File: src/rtl/core/assert_macros.svh
// Concurrent assertion helpers clocked on clk_i and disabled during reset.
`ifndef ASSERT_MACROS_SVH
`define ASSERT_MACROS_SVH

// Property must hold at every clock edge out of reset.
`define NGATE_ASSERT(lbl, prop, msg) \
  lbl: assert property (@(posedge clk_i) disable iff (!rst_ni) (prop)) else $error(msg);

// Condition must never be seen at a clock edge out of reset.
`define NGATE_NEVER(lbl, cond, msg) \
  `NGATE_ASSERT(lbl, !(cond), msg)

`endif

File: src/rtl/core/ngate_pkg.sv
// Shared constants, register codes and controller/datapath types for the noise gate.
`default_nettype none

package ngate_pkg;

  localparam int SampleBitsDef = 24;
  localparam int CoefBitsDef   = 24;
  localparam int HoldBitsDef   = 20;

  localparam int CfgIdxBits = 3;

  // Register reset values, taken at the configured widths by part-select.
  localparam logic [31:0] ThresholdRst = 32'd83886;
  localparam logic [31:0] DetAtkRst    = 32'd16427000;
  localparam logic [31:0] DetRelRst    = 32'd16773721;
  localparam logic [31:0] GainAtkRst   = 32'd16707000;
  localparam logic [31:0] GainRelRst   = 32'd16770000;
  localparam logic [31:0] HoldLenRst   = 32'd480;

  typedef enum logic [CfgIdxBits-1:0] {
    CFG_ENABLE    = 3'd0,
    CFG_THRESHOLD = 3'd1,
    CFG_DET_ATK   = 3'd2,
    CFG_DET_REL   = 3'd3,
    CFG_GAIN_ATK  = 3'd4,
    CFG_GAIN_REL  = 3'd5,
    CFG_HOLD      = 3'd6
  } cfg_idx_e;

  typedef struct packed {
    logic load;
    logic env_mul;
    logic env_upd;
    logic gain_mul;
    logic gain_upd;
    logic out_mul;
    logic emit;
  } ngate_cmd_t;

  typedef struct packed {
    logic bypass;
    logic out_free;
  } ngate_sts_t;

endpackage

`default_nettype wire

File: src/rtl/core/ngate_if.sv
// Valid/ready channel interfaces for input samples and gated results.
`default_nettype none

interface ngate_in_if #(
  parameter int SampleBits = ngate_pkg::SampleBitsDef
);
  logic                         valid;
  logic                         ready;
  logic signed [SampleBits-1:0] sample_in;

  modport source (output valid, output sample_in, input ready);
  modport sink (input valid, input sample_in, output ready);
endinterface

interface ngate_out_if #(
  parameter int SampleBits = ngate_pkg::SampleBitsDef,
  parameter int CoefBits   = ngate_pkg::CoefBitsDef
);
  logic                         valid;
  logic                         ready;
  logic signed [SampleBits-1:0] sample_out;
  logic [CoefBits:0]            gain_now;
  logic                         gate_open;

  modport source (output valid, output sample_out, output gain_now, output gate_open,
                  input ready);
  modport sink (input valid, input sample_out, input gain_now, input gate_open,
                output ready);
endinterface

`default_nettype wire

File: src/rtl/core/ngate_dp.sv
// Datapath: envelope, hold counter, smoothed gain, shared multiplier and output register.
`default_nettype none

module ngate_dp #(
  parameter int SAMPLE_BITS = ngate_pkg::SampleBitsDef,
  parameter int COEF_BITS   = ngate_pkg::CoefBitsDef,
  parameter int HOLD_BITS   = ngate_pkg::HoldBitsDef
) (
  input  wire logic                          clk_i,
  input  wire logic                          rst_ni,
  input  wire ngate_pkg::ngate_cmd_t         cmd_i,
  output      ngate_pkg::ngate_sts_t         sts_o,
  input  wire logic                          state_clr_i,
  input  wire logic signed [SAMPLE_BITS-1:0] sample_in_i,
  input  wire logic                          enable_i,
  input  wire logic [SAMPLE_BITS-1:0]        threshold_i,
  input  wire logic [COEF_BITS-1:0]          det_atk_i,
  input  wire logic [COEF_BITS-1:0]          det_rel_i,
  input  wire logic [COEF_BITS-1:0]          gain_atk_i,
  input  wire logic [COEF_BITS-1:0]          gain_rel_i,
  input  wire logic [HOLD_BITS-1:0]          hold_len_i,
  ngate_out_if.source                        result_o
);
  import ngate_pkg::*;

  localparam int AW = (COEF_BITS > SAMPLE_BITS) ? COEF_BITS : SAMPLE_BITS;
  localparam int BW = (COEF_BITS + 1 > SAMPLE_BITS) ? COEF_BITS + 1 : SAMPLE_BITS;
  localparam int PW = AW + BW;
  localparam logic [COEF_BITS:0] One = {1'b1, {COEF_BITS{1'b0}}};

  logic signed [SAMPLE_BITS-1:0] sample_q;
  logic [SAMPLE_BITS-1:0]        mag_q, mag_d;
  logic                          neg_q;
  logic [SAMPLE_BITS-1:0]        env_q, env_d;
  logic [COEF_BITS:0]            gain_q, gain_d;
  logic [HOLD_BITS-1:0]          hold_q, hold_d;
  logic                          open_q, open_d;
  logic                          up_q, up_d;
  logic [PW-1:0]                 prod_q;

  logic                          out_valid_q;
  logic signed [SAMPLE_BITS-1:0] out_sample_q, out_sample_d;
  logic [COEF_BITS:0]            out_gain_q, out_gain_d;
  logic                          out_open_q, out_open_d;

  logic [AW-1:0]          mul_a;
  logic [BW-1:0]          mul_b;
  logic                   env_rise, gain_rise;
  logic [SAMPLE_BITS-1:0] env_diff, env_step, out_res;
  logic [COEF_BITS:0]     target, gain_diff, gain_step;
  logic [COEF_BITS-1:0]   env_coef, gain_coef;

  // Magnitude of the most negative sample is 2^(SAMPLE_BITS-1), still fits unsigned.
  assign mag_d = sample_in_i[SAMPLE_BITS-1] ? ('0 - SAMPLE_BITS'(sample_in_i))
                                            : SAMPLE_BITS'(sample_in_i);

  assign target = open_q ? One : '0;

  always_comb begin
    env_rise  = mag_q > env_q;
    env_coef  = env_rise ? det_atk_i : det_rel_i;
    env_diff  = env_rise ? (mag_q - env_q) : (env_q - mag_q);
    gain_rise = target > gain_q;
    gain_coef = gain_rise ? gain_atk_i : gain_rel_i;
    gain_diff = gain_rise ? (target - gain_q) : (gain_q - target);

    // new = in + c*(old - in); the step is truncated, so the result stays
    // between in and old and needs no clamp.
    env_step  = prod_q[COEF_BITS +: SAMPLE_BITS];
    gain_step = prod_q[COEF_BITS +: COEF_BITS + 1];
    env_d     = up_q ? (mag_q + env_step) : (mag_q - env_step);
    gain_d    = up_q ? (target + gain_step) : (target - gain_step);

    if (env_d > threshold_i) begin
      hold_d = hold_len_i;
      open_d = 1'b1;
    end else if (hold_q != '0) begin
      hold_d = hold_q - 1'b1;
      open_d = 1'b1;
    end else begin
      hold_d = hold_q;
      open_d = 1'b0;
    end

    up_d  = up_q;
    mul_a = AW'(mag_q);
    mul_b = BW'(gain_q);
    if (cmd_i.env_mul) begin
      mul_a = AW'(env_coef);
      mul_b = BW'(env_diff);
      up_d  = !env_rise;
    end else if (cmd_i.gain_mul) begin
      mul_a = AW'(gain_coef);
      mul_b = BW'(gain_diff);
      up_d  = !gain_rise;
    end

    out_res = prod_q[COEF_BITS +: SAMPLE_BITS];
    if (enable_i) begin
      out_sample_d = neg_q ? ('0 - out_res) : out_res;
      out_gain_d   = gain_q;
      out_open_d   = open_q;
    end else begin
      out_sample_d = sample_q;
      out_gain_d   = '0;
      out_open_d   = 1'b0;
    end
  end

  always_ff @(posedge clk_i or negedge rst_ni) begin
    if (!rst_ni) begin
      env_q       <= '0;
      gain_q      <= '0;
      hold_q      <= '0;
      open_q      <= 1'b0;
      out_valid_q <= 1'b0;
    end else begin
      if (state_clr_i) begin
        env_q  <= '0;
        gain_q <= '0;
        hold_q <= '0;
        open_q <= 1'b0;
      end else begin
        if (cmd_i.env_upd) begin
          env_q  <= env_d;
          hold_q <= hold_d;
          open_q <= open_d;
        end
        if (cmd_i.gain_upd) begin
          gain_q <= gain_d;
        end
      end
      if (cmd_i.emit) begin
        out_valid_q <= 1'b1;
      end else if (result_o.ready) begin
        out_valid_q <= 1'b0;
      end
    end
  end

  always_ff @(posedge clk_i) begin
    if (cmd_i.load) begin
      sample_q <= sample_in_i;
      mag_q    <= mag_d;
      neg_q    <= sample_in_i[SAMPLE_BITS-1];
    end
    if (cmd_i.env_mul || cmd_i.gain_mul || cmd_i.out_mul) begin
      prod_q <= mul_a * mul_b;
      up_q   <= up_d;
    end
    if (cmd_i.emit) begin
      out_sample_q <= out_sample_d;
      out_gain_q   <= out_gain_d;
      out_open_q   <= out_open_d;
    end
  end

  assign sts_o.bypass   = !enable_i;
  assign sts_o.out_free = !out_valid_q || result_o.ready;

  assign result_o.valid      = out_valid_q;
  assign result_o.sample_out = out_sample_q;
  assign result_o.gain_now   = out_gain_q;
  assign result_o.gate_open  = out_open_q;

endmodule

`default_nettype wire

File: src/rtl/core/ngate_ctrl.sv
// Controller: sequences one sample at a time through the shared multiplier steps, or straight to emit in bypass.
`default_nettype none

module ngate_ctrl (
  input  wire logic                  clk_i,
  input  wire logic                  rst_ni,
  input  wire logic                  in_valid_i,
  output      logic                  in_ready_o,
  input  wire ngate_pkg::ngate_sts_t sts_i,
  output      ngate_pkg::ngate_cmd_t cmd_o
);
  import ngate_pkg::*;

  typedef enum logic [2:0] {
    ST_IDLE,
    ST_ENV_MUL,
    ST_ENV_UPD,
    ST_GAIN_MUL,
    ST_GAIN_UPD,
    ST_OUT_MUL,
    ST_EMIT
  } state_e;

  state_e state_q;
  logic   accept;

  assign in_ready_o = (state_q == ST_IDLE);
  assign accept     = in_valid_i && in_ready_o;

  always_comb begin
    cmd_o          = '0;
    cmd_o.load     = accept;
    cmd_o.env_mul  = (state_q == ST_ENV_MUL);
    cmd_o.env_upd  = (state_q == ST_ENV_UPD);
    cmd_o.gain_mul = (state_q == ST_GAIN_MUL);
    cmd_o.gain_upd = (state_q == ST_GAIN_UPD);
    cmd_o.out_mul  = (state_q == ST_OUT_MUL);
    cmd_o.emit     = (state_q == ST_EMIT) && sts_i.out_free;
  end

  always_ff @(posedge clk_i or negedge rst_ni) begin
    if (!rst_ni) begin
      state_q <= ST_IDLE;
    end else begin
      case (state_q)
        ST_IDLE: begin
          if (accept) begin
            // pass-through words skip straight to the output register
            state_q <= sts_i.bypass ? ST_EMIT : ST_ENV_MUL;
          end
        end
        ST_ENV_MUL:  state_q <= ST_ENV_UPD;
        ST_ENV_UPD:  state_q <= ST_GAIN_MUL;
        ST_GAIN_MUL: state_q <= ST_GAIN_UPD;
        ST_GAIN_UPD: state_q <= ST_OUT_MUL;
        ST_OUT_MUL:  state_q <= ST_EMIT;
        ST_EMIT: begin
          if (sts_i.out_free) begin
            state_q <= ST_IDLE;
          end
        end
        default: state_q <= ST_IDLE;
      endcase
    end
  end

endmodule

`default_nettype wire

File: src/rtl/core/audio_noise_gate_with_hold.sv
// Noise gate top level: register file, controller, datapath and checks.
//
// Usage: samples enter on sample_i (valid/ready, one signed word each) and
// one result word leaves on result_o per sample: the gated sample, the
// smoothed gain after that sample (Q1.COEF_BITS) and the gate-open flag.
// Registers are written through cfg_we_i/cfg_idx_i/cfg_data_i, one per
// cycle, while no sample is in flight; index 0 enable, 1 threshold,
// 2/3 detector attack/release, 4/5 gain attack/release, 6 hold length.
// Writing enable = 0 clears envelope, gain and hold count at once.
// An accepted sample passes through envelope multiply, envelope update,
// gain multiply, gain update and output multiply, then is loaded into the
// output register, which drives result_o; only then is a new sample taken.
// The single multiplier is used three times per sample (envelope step,
// gain step, output product), the first two each followed by an update.
// With enable = 0 an accepted sample goes straight to the output register.
// Reset: registers return to their defaults, gate state is zero, the
// output register is empty. If the receiver stalls, the finished word
// waits in the output register while the next sample is still accepted
// and worked on; that one waits in its last step until the word is taken.
`default_nettype none

`include "assert_macros.svh"

module audio_noise_gate_with_hold #(
  parameter int SAMPLE_BITS = ngate_pkg::SampleBitsDef,
  parameter int COEF_BITS   = ngate_pkg::CoefBitsDef,
  parameter int HOLD_BITS   = ngate_pkg::HoldBitsDef,
  parameter int CFG_BITS    = (SAMPLE_BITS > COEF_BITS)
                              ? ((SAMPLE_BITS > HOLD_BITS) ? SAMPLE_BITS : HOLD_BITS)
                              : ((COEF_BITS > HOLD_BITS) ? COEF_BITS : HOLD_BITS)
) (
  input  wire logic                             clk_i,
  input  wire logic                             rst_ni,
  input  wire logic                             cfg_we_i,
  input  wire logic [ngate_pkg::CfgIdxBits-1:0] cfg_idx_i,
  input  wire logic [CFG_BITS-1:0]              cfg_data_i,
  ngate_in_if.sink                              sample_i,
  ngate_out_if.source                           result_o
);
  import ngate_pkg::*;

  localparam logic [COEF_BITS:0] One = {1'b1, {COEF_BITS{1'b0}}};

  logic                   enable_q;
  logic [SAMPLE_BITS-1:0] threshold_q;
  logic [COEF_BITS-1:0]   det_atk_q, det_rel_q, gain_atk_q, gain_rel_q;
  logic [HOLD_BITS-1:0]   hold_len_q;
  logic                   state_clr;

  ngate_cmd_t cmd;
  ngate_sts_t sts;

  always_ff @(posedge clk_i or negedge rst_ni) begin
    if (!rst_ni) begin
      enable_q    <= 1'b1;
      threshold_q <= ThresholdRst[SAMPLE_BITS-1:0];
      det_atk_q   <= DetAtkRst[COEF_BITS-1:0];
      det_rel_q   <= DetRelRst[COEF_BITS-1:0];
      gain_atk_q  <= GainAtkRst[COEF_BITS-1:0];
      gain_rel_q  <= GainRelRst[COEF_BITS-1:0];
      hold_len_q  <= HoldLenRst[HOLD_BITS-1:0];
    end else if (cfg_we_i) begin
      case (cfg_idx_e'(cfg_idx_i))
        CFG_ENABLE:    enable_q    <= cfg_data_i[0];
        CFG_THRESHOLD: threshold_q <= cfg_data_i[SAMPLE_BITS-1:0];
        CFG_DET_ATK:   det_atk_q   <= cfg_data_i[COEF_BITS-1:0];
        CFG_DET_REL:   det_rel_q   <= cfg_data_i[COEF_BITS-1:0];
        CFG_GAIN_ATK:  gain_atk_q  <= cfg_data_i[COEF_BITS-1:0];
        CFG_GAIN_REL:  gain_rel_q  <= cfg_data_i[COEF_BITS-1:0];
        CFG_HOLD:      hold_len_q  <= cfg_data_i[HOLD_BITS-1:0];
        default:       ;
      endcase
    end
  end

  assign state_clr = cfg_we_i && (cfg_idx_i == CFG_ENABLE) && !cfg_data_i[0];

  ngate_ctrl u_ctrl (
    .clk_i      (clk_i),
    .rst_ni     (rst_ni),
    .in_valid_i (sample_i.valid),
    .in_ready_o (sample_i.ready),
    .sts_i      (sts),
    .cmd_o      (cmd)
  );

  ngate_dp #(
    .SAMPLE_BITS (SAMPLE_BITS),
    .COEF_BITS   (COEF_BITS),
    .HOLD_BITS   (HOLD_BITS)
  ) u_dp (
    .clk_i       (clk_i),
    .rst_ni      (rst_ni),
    .cmd_i       (cmd),
    .sts_o       (sts),
    .state_clr_i (state_clr),
    .sample_in_i (sample_i.sample_in),
    .enable_i    (enable_q),
    .threshold_i (threshold_q),
    .det_atk_i   (det_atk_q),
    .det_rel_i   (det_rel_q),
    .gain_atk_i  (gain_atk_q),
    .gain_rel_i  (gain_rel_q),
    .hold_len_i  (hold_len_q),
    .result_o    (result_o)
  );

  // one sample in flight at a time
  `NGATE_ASSERT(a_one_in_flight, (sample_i.valid && sample_i.ready) |=> !sample_i.ready, "busy")
  // smoothing never carries the gain past unity
  `NGATE_NEVER(a_gain_range, result_o.valid && (result_o.gain_now > One), "gain above unity")
  // an open gate has always moved the gain off zero
  `NGATE_ASSERT(a_open_gain, (result_o.valid && result_o.gate_open) |-> |result_o.gain_now, "no gain")

endmodule

`default_nettype wire

File: src/flat_wrapper.sv
// flat-port wrapper written by rule: the top's interface ports become plain ports
module audio_noise_gate_with_hold_flat import ngate_pkg::*;
#(
  parameter int SAMPLE_BITS = ngate_pkg::SampleBitsDef,
  parameter int COEF_BITS   = ngate_pkg::CoefBitsDef,
  parameter int HOLD_BITS   = ngate_pkg::HoldBitsDef,
  parameter int CFG_BITS    = (SAMPLE_BITS > COEF_BITS)
                              ? ((SAMPLE_BITS > HOLD_BITS) ? SAMPLE_BITS : HOLD_BITS)
                              : ((COEF_BITS > HOLD_BITS) ? COEF_BITS : HOLD_BITS)
)
  (clk_i, rst_ni, cfg_we_i, cfg_idx_i, cfg_data_i, sample_i_valid, sample_i_sample_in, sample_i_ready, result_o_valid, result_o_sample_out, result_o_gain_now, result_o_gate_open, result_o_ready);
  ngate_in_if #(.SampleBits((SampleBitsDef))) sample_i_i ();
  ngate_out_if #(.SampleBits((SampleBitsDef)), .CoefBits((CoefBitsDef))) result_o_i ();
  input  wire logic clk_i;
  input  wire logic rst_ni;
  input  wire logic cfg_we_i;
  input  wire logic [ngate_pkg::CfgIdxBits-1:0] cfg_idx_i;
  input  wire logic [CFG_BITS-1:0] cfg_data_i;
  input wire logic [$bits(sample_i_i.valid)-1:0] sample_i_valid;
  input wire logic [$bits(sample_i_i.sample_in)-1:0] sample_i_sample_in;
  output wire logic [$bits(sample_i_i.ready)-1:0] sample_i_ready;
  output wire logic [$bits(result_o_i.valid)-1:0] result_o_valid;
  output wire logic [$bits(result_o_i.sample_out)-1:0] result_o_sample_out;
  output wire logic [$bits(result_o_i.gain_now)-1:0] result_o_gain_now;
  output wire logic [$bits(result_o_i.gate_open)-1:0] result_o_gate_open;
  input wire logic [$bits(result_o_i.ready)-1:0] result_o_ready;
  assign sample_i_i.valid = sample_i_valid;
  assign sample_i_i.sample_in = sample_i_sample_in;
  assign sample_i_ready = sample_i_i.ready;
  assign result_o_valid = result_o_i.valid;
  assign result_o_sample_out = result_o_i.sample_out;
  assign result_o_gain_now = result_o_i.gain_now;
  assign result_o_gate_open = result_o_i.gate_open;
  assign result_o_i.ready = result_o_ready;
  audio_noise_gate_with_hold #(.SAMPLE_BITS(SAMPLE_BITS), .COEF_BITS(COEF_BITS), .HOLD_BITS(HOLD_BITS), .CFG_BITS(CFG_BITS)) u_core (.clk_i(clk_i), .rst_ni(rst_ni), .cfg_we_i(cfg_we_i), .cfg_idx_i(cfg_idx_i), .cfg_data_i(cfg_data_i), .sample_i(sample_i_i), .result_o(result_o_i));
endmodule
File: config.mk
export PLATFORM = sky130hd
export DESIGN_NAME = audio_noise_gate_with_hold_flat
export DESIGN_NICKNAME = d
export VERILOG_FILES = /design/src/rtl/core/ngate_pkg.sv /design/src/rtl/core/ngate_if.sv /design/src/rtl/core/ngate_dp.sv /design/src/rtl/core/ngate_ctrl.sv /design/src/rtl/core/audio_noise_gate_with_hold.sv /design/src/flat_wrapper.sv
export VERILOG_INCLUDE_DIRS = /design/src /design/src/rtl/core
export SDC_FILE = /design/constraint.sdc
export NUM_CORES = 2
export LEC_CHECK = 0
export ABC_AREA = 1
export BUFFER_PORTS_ARGS = -buffer_cell sky130_fd_sc_hd__clkbuf_2
export CORE_ASPECT_RATIO = 0.8
export CORE_MARGIN = 2
export CORE_UTILIZATION = 40
export CTS_CLUSTER_DIAMETER = 30
export DETAILED_ROUTE_END_ITERATION = 10
export GPL_ROUTABILITY_DRIVEN = 0
export PLACE_DENSITY = 0.52
export SYNTH_ARGS = -nofsm -noshare
export SYNTH_HDL_FRONTEND = slang
export SYNTH_SLANG_ARGS = --single-unit
File: constraint.sdc
create_clock -name clk_i -period 25.1 [get_ports clk_i]
set_clock_uncertainty 0.05 [all_clocks]
set_input_delay 2.51 -clock clk_i [delete_from_list [all_inputs] [get_ports clk_i]]
set_output_delay 2.51 -clock clk_i [all_outputs]
set_load 0.05 [all_outputs]
==> run metrics <==
outcome completed; Slowest-stage cell, CP nand2_4; CP max FO 60; CORE AREA 98600 sq um; Final Max Tran Viols 0; max cap viols 0; post-DP HPWL 112 mm; top cells by area, synth fa_1, nand2_1, edfxtp_1, inv_1, ha_1; post-cts hold buffer count 0; GRT Total Usage 28.1%; TritonCTS clock tree yes; 1st-iter DRT viols 3819; worst path arrival time 11360 ps; Num CTS Buffers 55; first-pass GRT wire length 213 mm; # clock sinks 338; Area growth, synth to finish 9.11%; Seq/Total Area, Yosys 23.1%; crit path capture type register; Final Setup Violations 0; Remaining DRCs 0; setup TNS 0 ps; unrepaired setup endpoints after global routing false; Row Count 103; WS Path Type register to register; #FFs+latches synth 338; Routed wire per std cell 22.2 um; Post-CTS Repair Setup Buffers 0; Synth area leader fa_1; Resize count post-CTS 0; initial core utilization 40.3%; I/O Buffers 107; Post-synth ARST share 63.6%; fmax 90.2 MHz; die width 356 um; via/cell ratio 5.26; worst slew pin tran 1210 ps; syn_area_per_cell 8.02 sq um; Tmin final 11080 ps; Critical Path Max Stage Delay 570 ps; DRT Pass-1 Iters 6; die area 102000 sq um; Synth warnings 0; Syn Nets 5786; clk_lat worst skew 590 ps; initial antenna violation count 4; Post-Syn Instances 4954; Longest Clk Path Bufs 3; Startpoint Class register; EDFF count, synth 123; total number of vias 33400; vias in the first global route 32000; Final nets 5823; post-route ant nets 0; Netlist cell types 66; chip height 286 um; I/O pin cnt 108; Most used DFF post-synth dfrtp_1; share of cells above drive strength 1 9.27%; largest net degree at the start of global routing 118; H-tree depth 2; Total Wirelength 141 mm; grt total ovfl 0; Cell Area, Synth 39700 sq um; CTS clk-pin slew, worst paths 60 ps; Slew Limit Headroom 19.2%; hold crit path type register to register; root buf cell clkbuf_16; final hold vios 0; area share of the largest cell type after synthesis 25.5%; Critical Path RT 25380 ps; fin crit share 44.2%
[critical path: cells and delay by family, from the launching register on]
family | cells | cell delay [ps]
DFF | 1 | 470
muxes | 1 | 250
xor gates and xnor gates | 1 | 100
adders and majority gates | 10 | 4530
AOI/OAI and AO/OA | 8 | 1740
buffers and inverters | 10 | 1540
and+or+nand+nor | 12 | 2040
[registers in the layout (all words and copies together), names as in the netlist, 3 cells and up]
signal,cells
u_core.u_dp.hold_q,20
u_core.det_rel_q,24
u_core.u_ctrl.state_q,3
u_core.u_dp.env_q,24
u_core.u_dp.gain_q,25
u_core.det_atk_q,24
u_core.u_dp.prod_q,25
u_core.threshold_q,24
u_core.u_dp.sample_q,24
u_core.u_dp.result_o.sample_out,24
u_core.gain_rel_q,24
u_core.hold_len_q,20
u_core.gain_atk_q,24
u_core.u_dp.result_o.gain_now,25
u_core.u_dp.mag_q,23
[layout make-up]
type,instances,area (sq um)
repair buffers,157,921
well taps,1312,1640
diodes,2,5.00
multi-input cells,3419,25900
flip-flops and latches,338,9180
fillers,9970,55200
clock buffers,61,1430
clock inverters,41,434
inverters,1020,3830
[cell usage after synthesis, drive strengths merged, types with 2 or more instances]
cell,instances
o21a,19
a21o,10
nand4,18
nand3b,3
o31ai,23
fa,506
clkinv,10
o22ai,16
a311oi,2
a211oi,9
a221oi,2
o211ai,8
nand3,120
nor3,27
a31o,3
nor2,566
ha,270
a31oi,21
a22o,5
edfxtp,123
inv,1010
o221ai,11
xnor2,34
dfstp,81
and3,2
buf,104
clkbuf,73
nor4,20
dfrtp,134
xor2,66
nand2,1055
or2,10
o21ai,360
o2111ai,2
o21bai,6
a21oi,220
[stage by stage]
| step | worst slack, ps | util [%] | instances | hold WS [ps] | area (sq um) |
|---|---|---|---|---|---|
| floorplan | 17020 | - | 4954 | 398 | 39700 |
| global placement | 14290 | 42.1 | 6246 | 415 | 41500 |
| finish | 14020 | 44.0 | 6350 | 426 | 43400 |
| detailed placement | 14220 | 42.1 | 6246 | 420 | 41500 |
| CTS | 14190 | 44.0 | 6348 | 432 | 43400 |
| global route | 13450 | 44.0 | 6348 | 450 | 43400 |
[cell families after synthesis]
| logic type | count (synthesis) | synth area share [%] |
|---|---|---|
| mux | 1 | 0.0252 |
| xor+xnor | 100 | 2.20 |
| flops | 338 | 23.1 |
| compound gates | 721 | 10.1 |
| simple gates | 1821 | 18.8 |
| fa+ha+maj | 776 | 34.0 |
| buf+inv | 1197 | 11.8 |
[path summary, 6_finish.rpt]
kind / from / to / slack [ps] / depth (start not counted)
max: u_core.u_dp.sample_q[0] / u_core.u_dp.prod_q[39] / 14020 / 42
min: u_core.u_dp.hold_q[16] / u_core.u_dp.hold_q[16] / 430 / 1
max reg2reg: u_core.u_dp.sample_q[0] / u_core.u_dp.prod_q[39] / 14020 / 42
min reg2reg: u_core.u_dp.hold_q[16] / u_core.u_dp.hold_q[16] / 430 / 1
max in group asynchronous: rst_ni / u_core.u_dp.gain_q[16] / 20930 / 3
min in group asynchronous: rst_ni / u_core.hold_len_q[14] / 1880 / 1
[placed cells by master (no fill, tap or decap), types with 8 or more instances in the layout]
master / n
o21ai_1: 23
xnor2_1: 34
inv_1: 975
buf_4: 50
nor2_1: 542
nor4_1: 19
o21ai_0: 335
a21o_1: 10
a21oi_1: 217
o221ai_1: 11
inv_8: 8
nor3_1: 23
nand2_1: 1019
o21a_1: 18
nor2_2: 9
o31ai_1: 23
nand3_1: 109
a31oi_1: 21
clkinv_1: 11
nor2_4: 15
fa_1: 506
inv_2: 34
nand3_2: 10
clkbuf_16: 55
xor2_1: 66
clkinv_4: 8
edfxtp_1: 123
dfrtp_1: 134
ha_1: 270
nand2_2: 33
nand4_1: 15
dfstp_2: 81
o22ai_1: 16
clkbuf_2: 106
[routing by layer]
layer	track usage (%)	up-vias	routed length (um)
li1	-	15300	-
met4	4.95	0	2870
met3	5.77	166	14000
met2	38.1	1500	55500
met5	0	-	0
met1	45.5	16400	68700
Power is not shown: default switching activity piles up to over one toggle a cycle in this logic, so the estimate is an artifact.
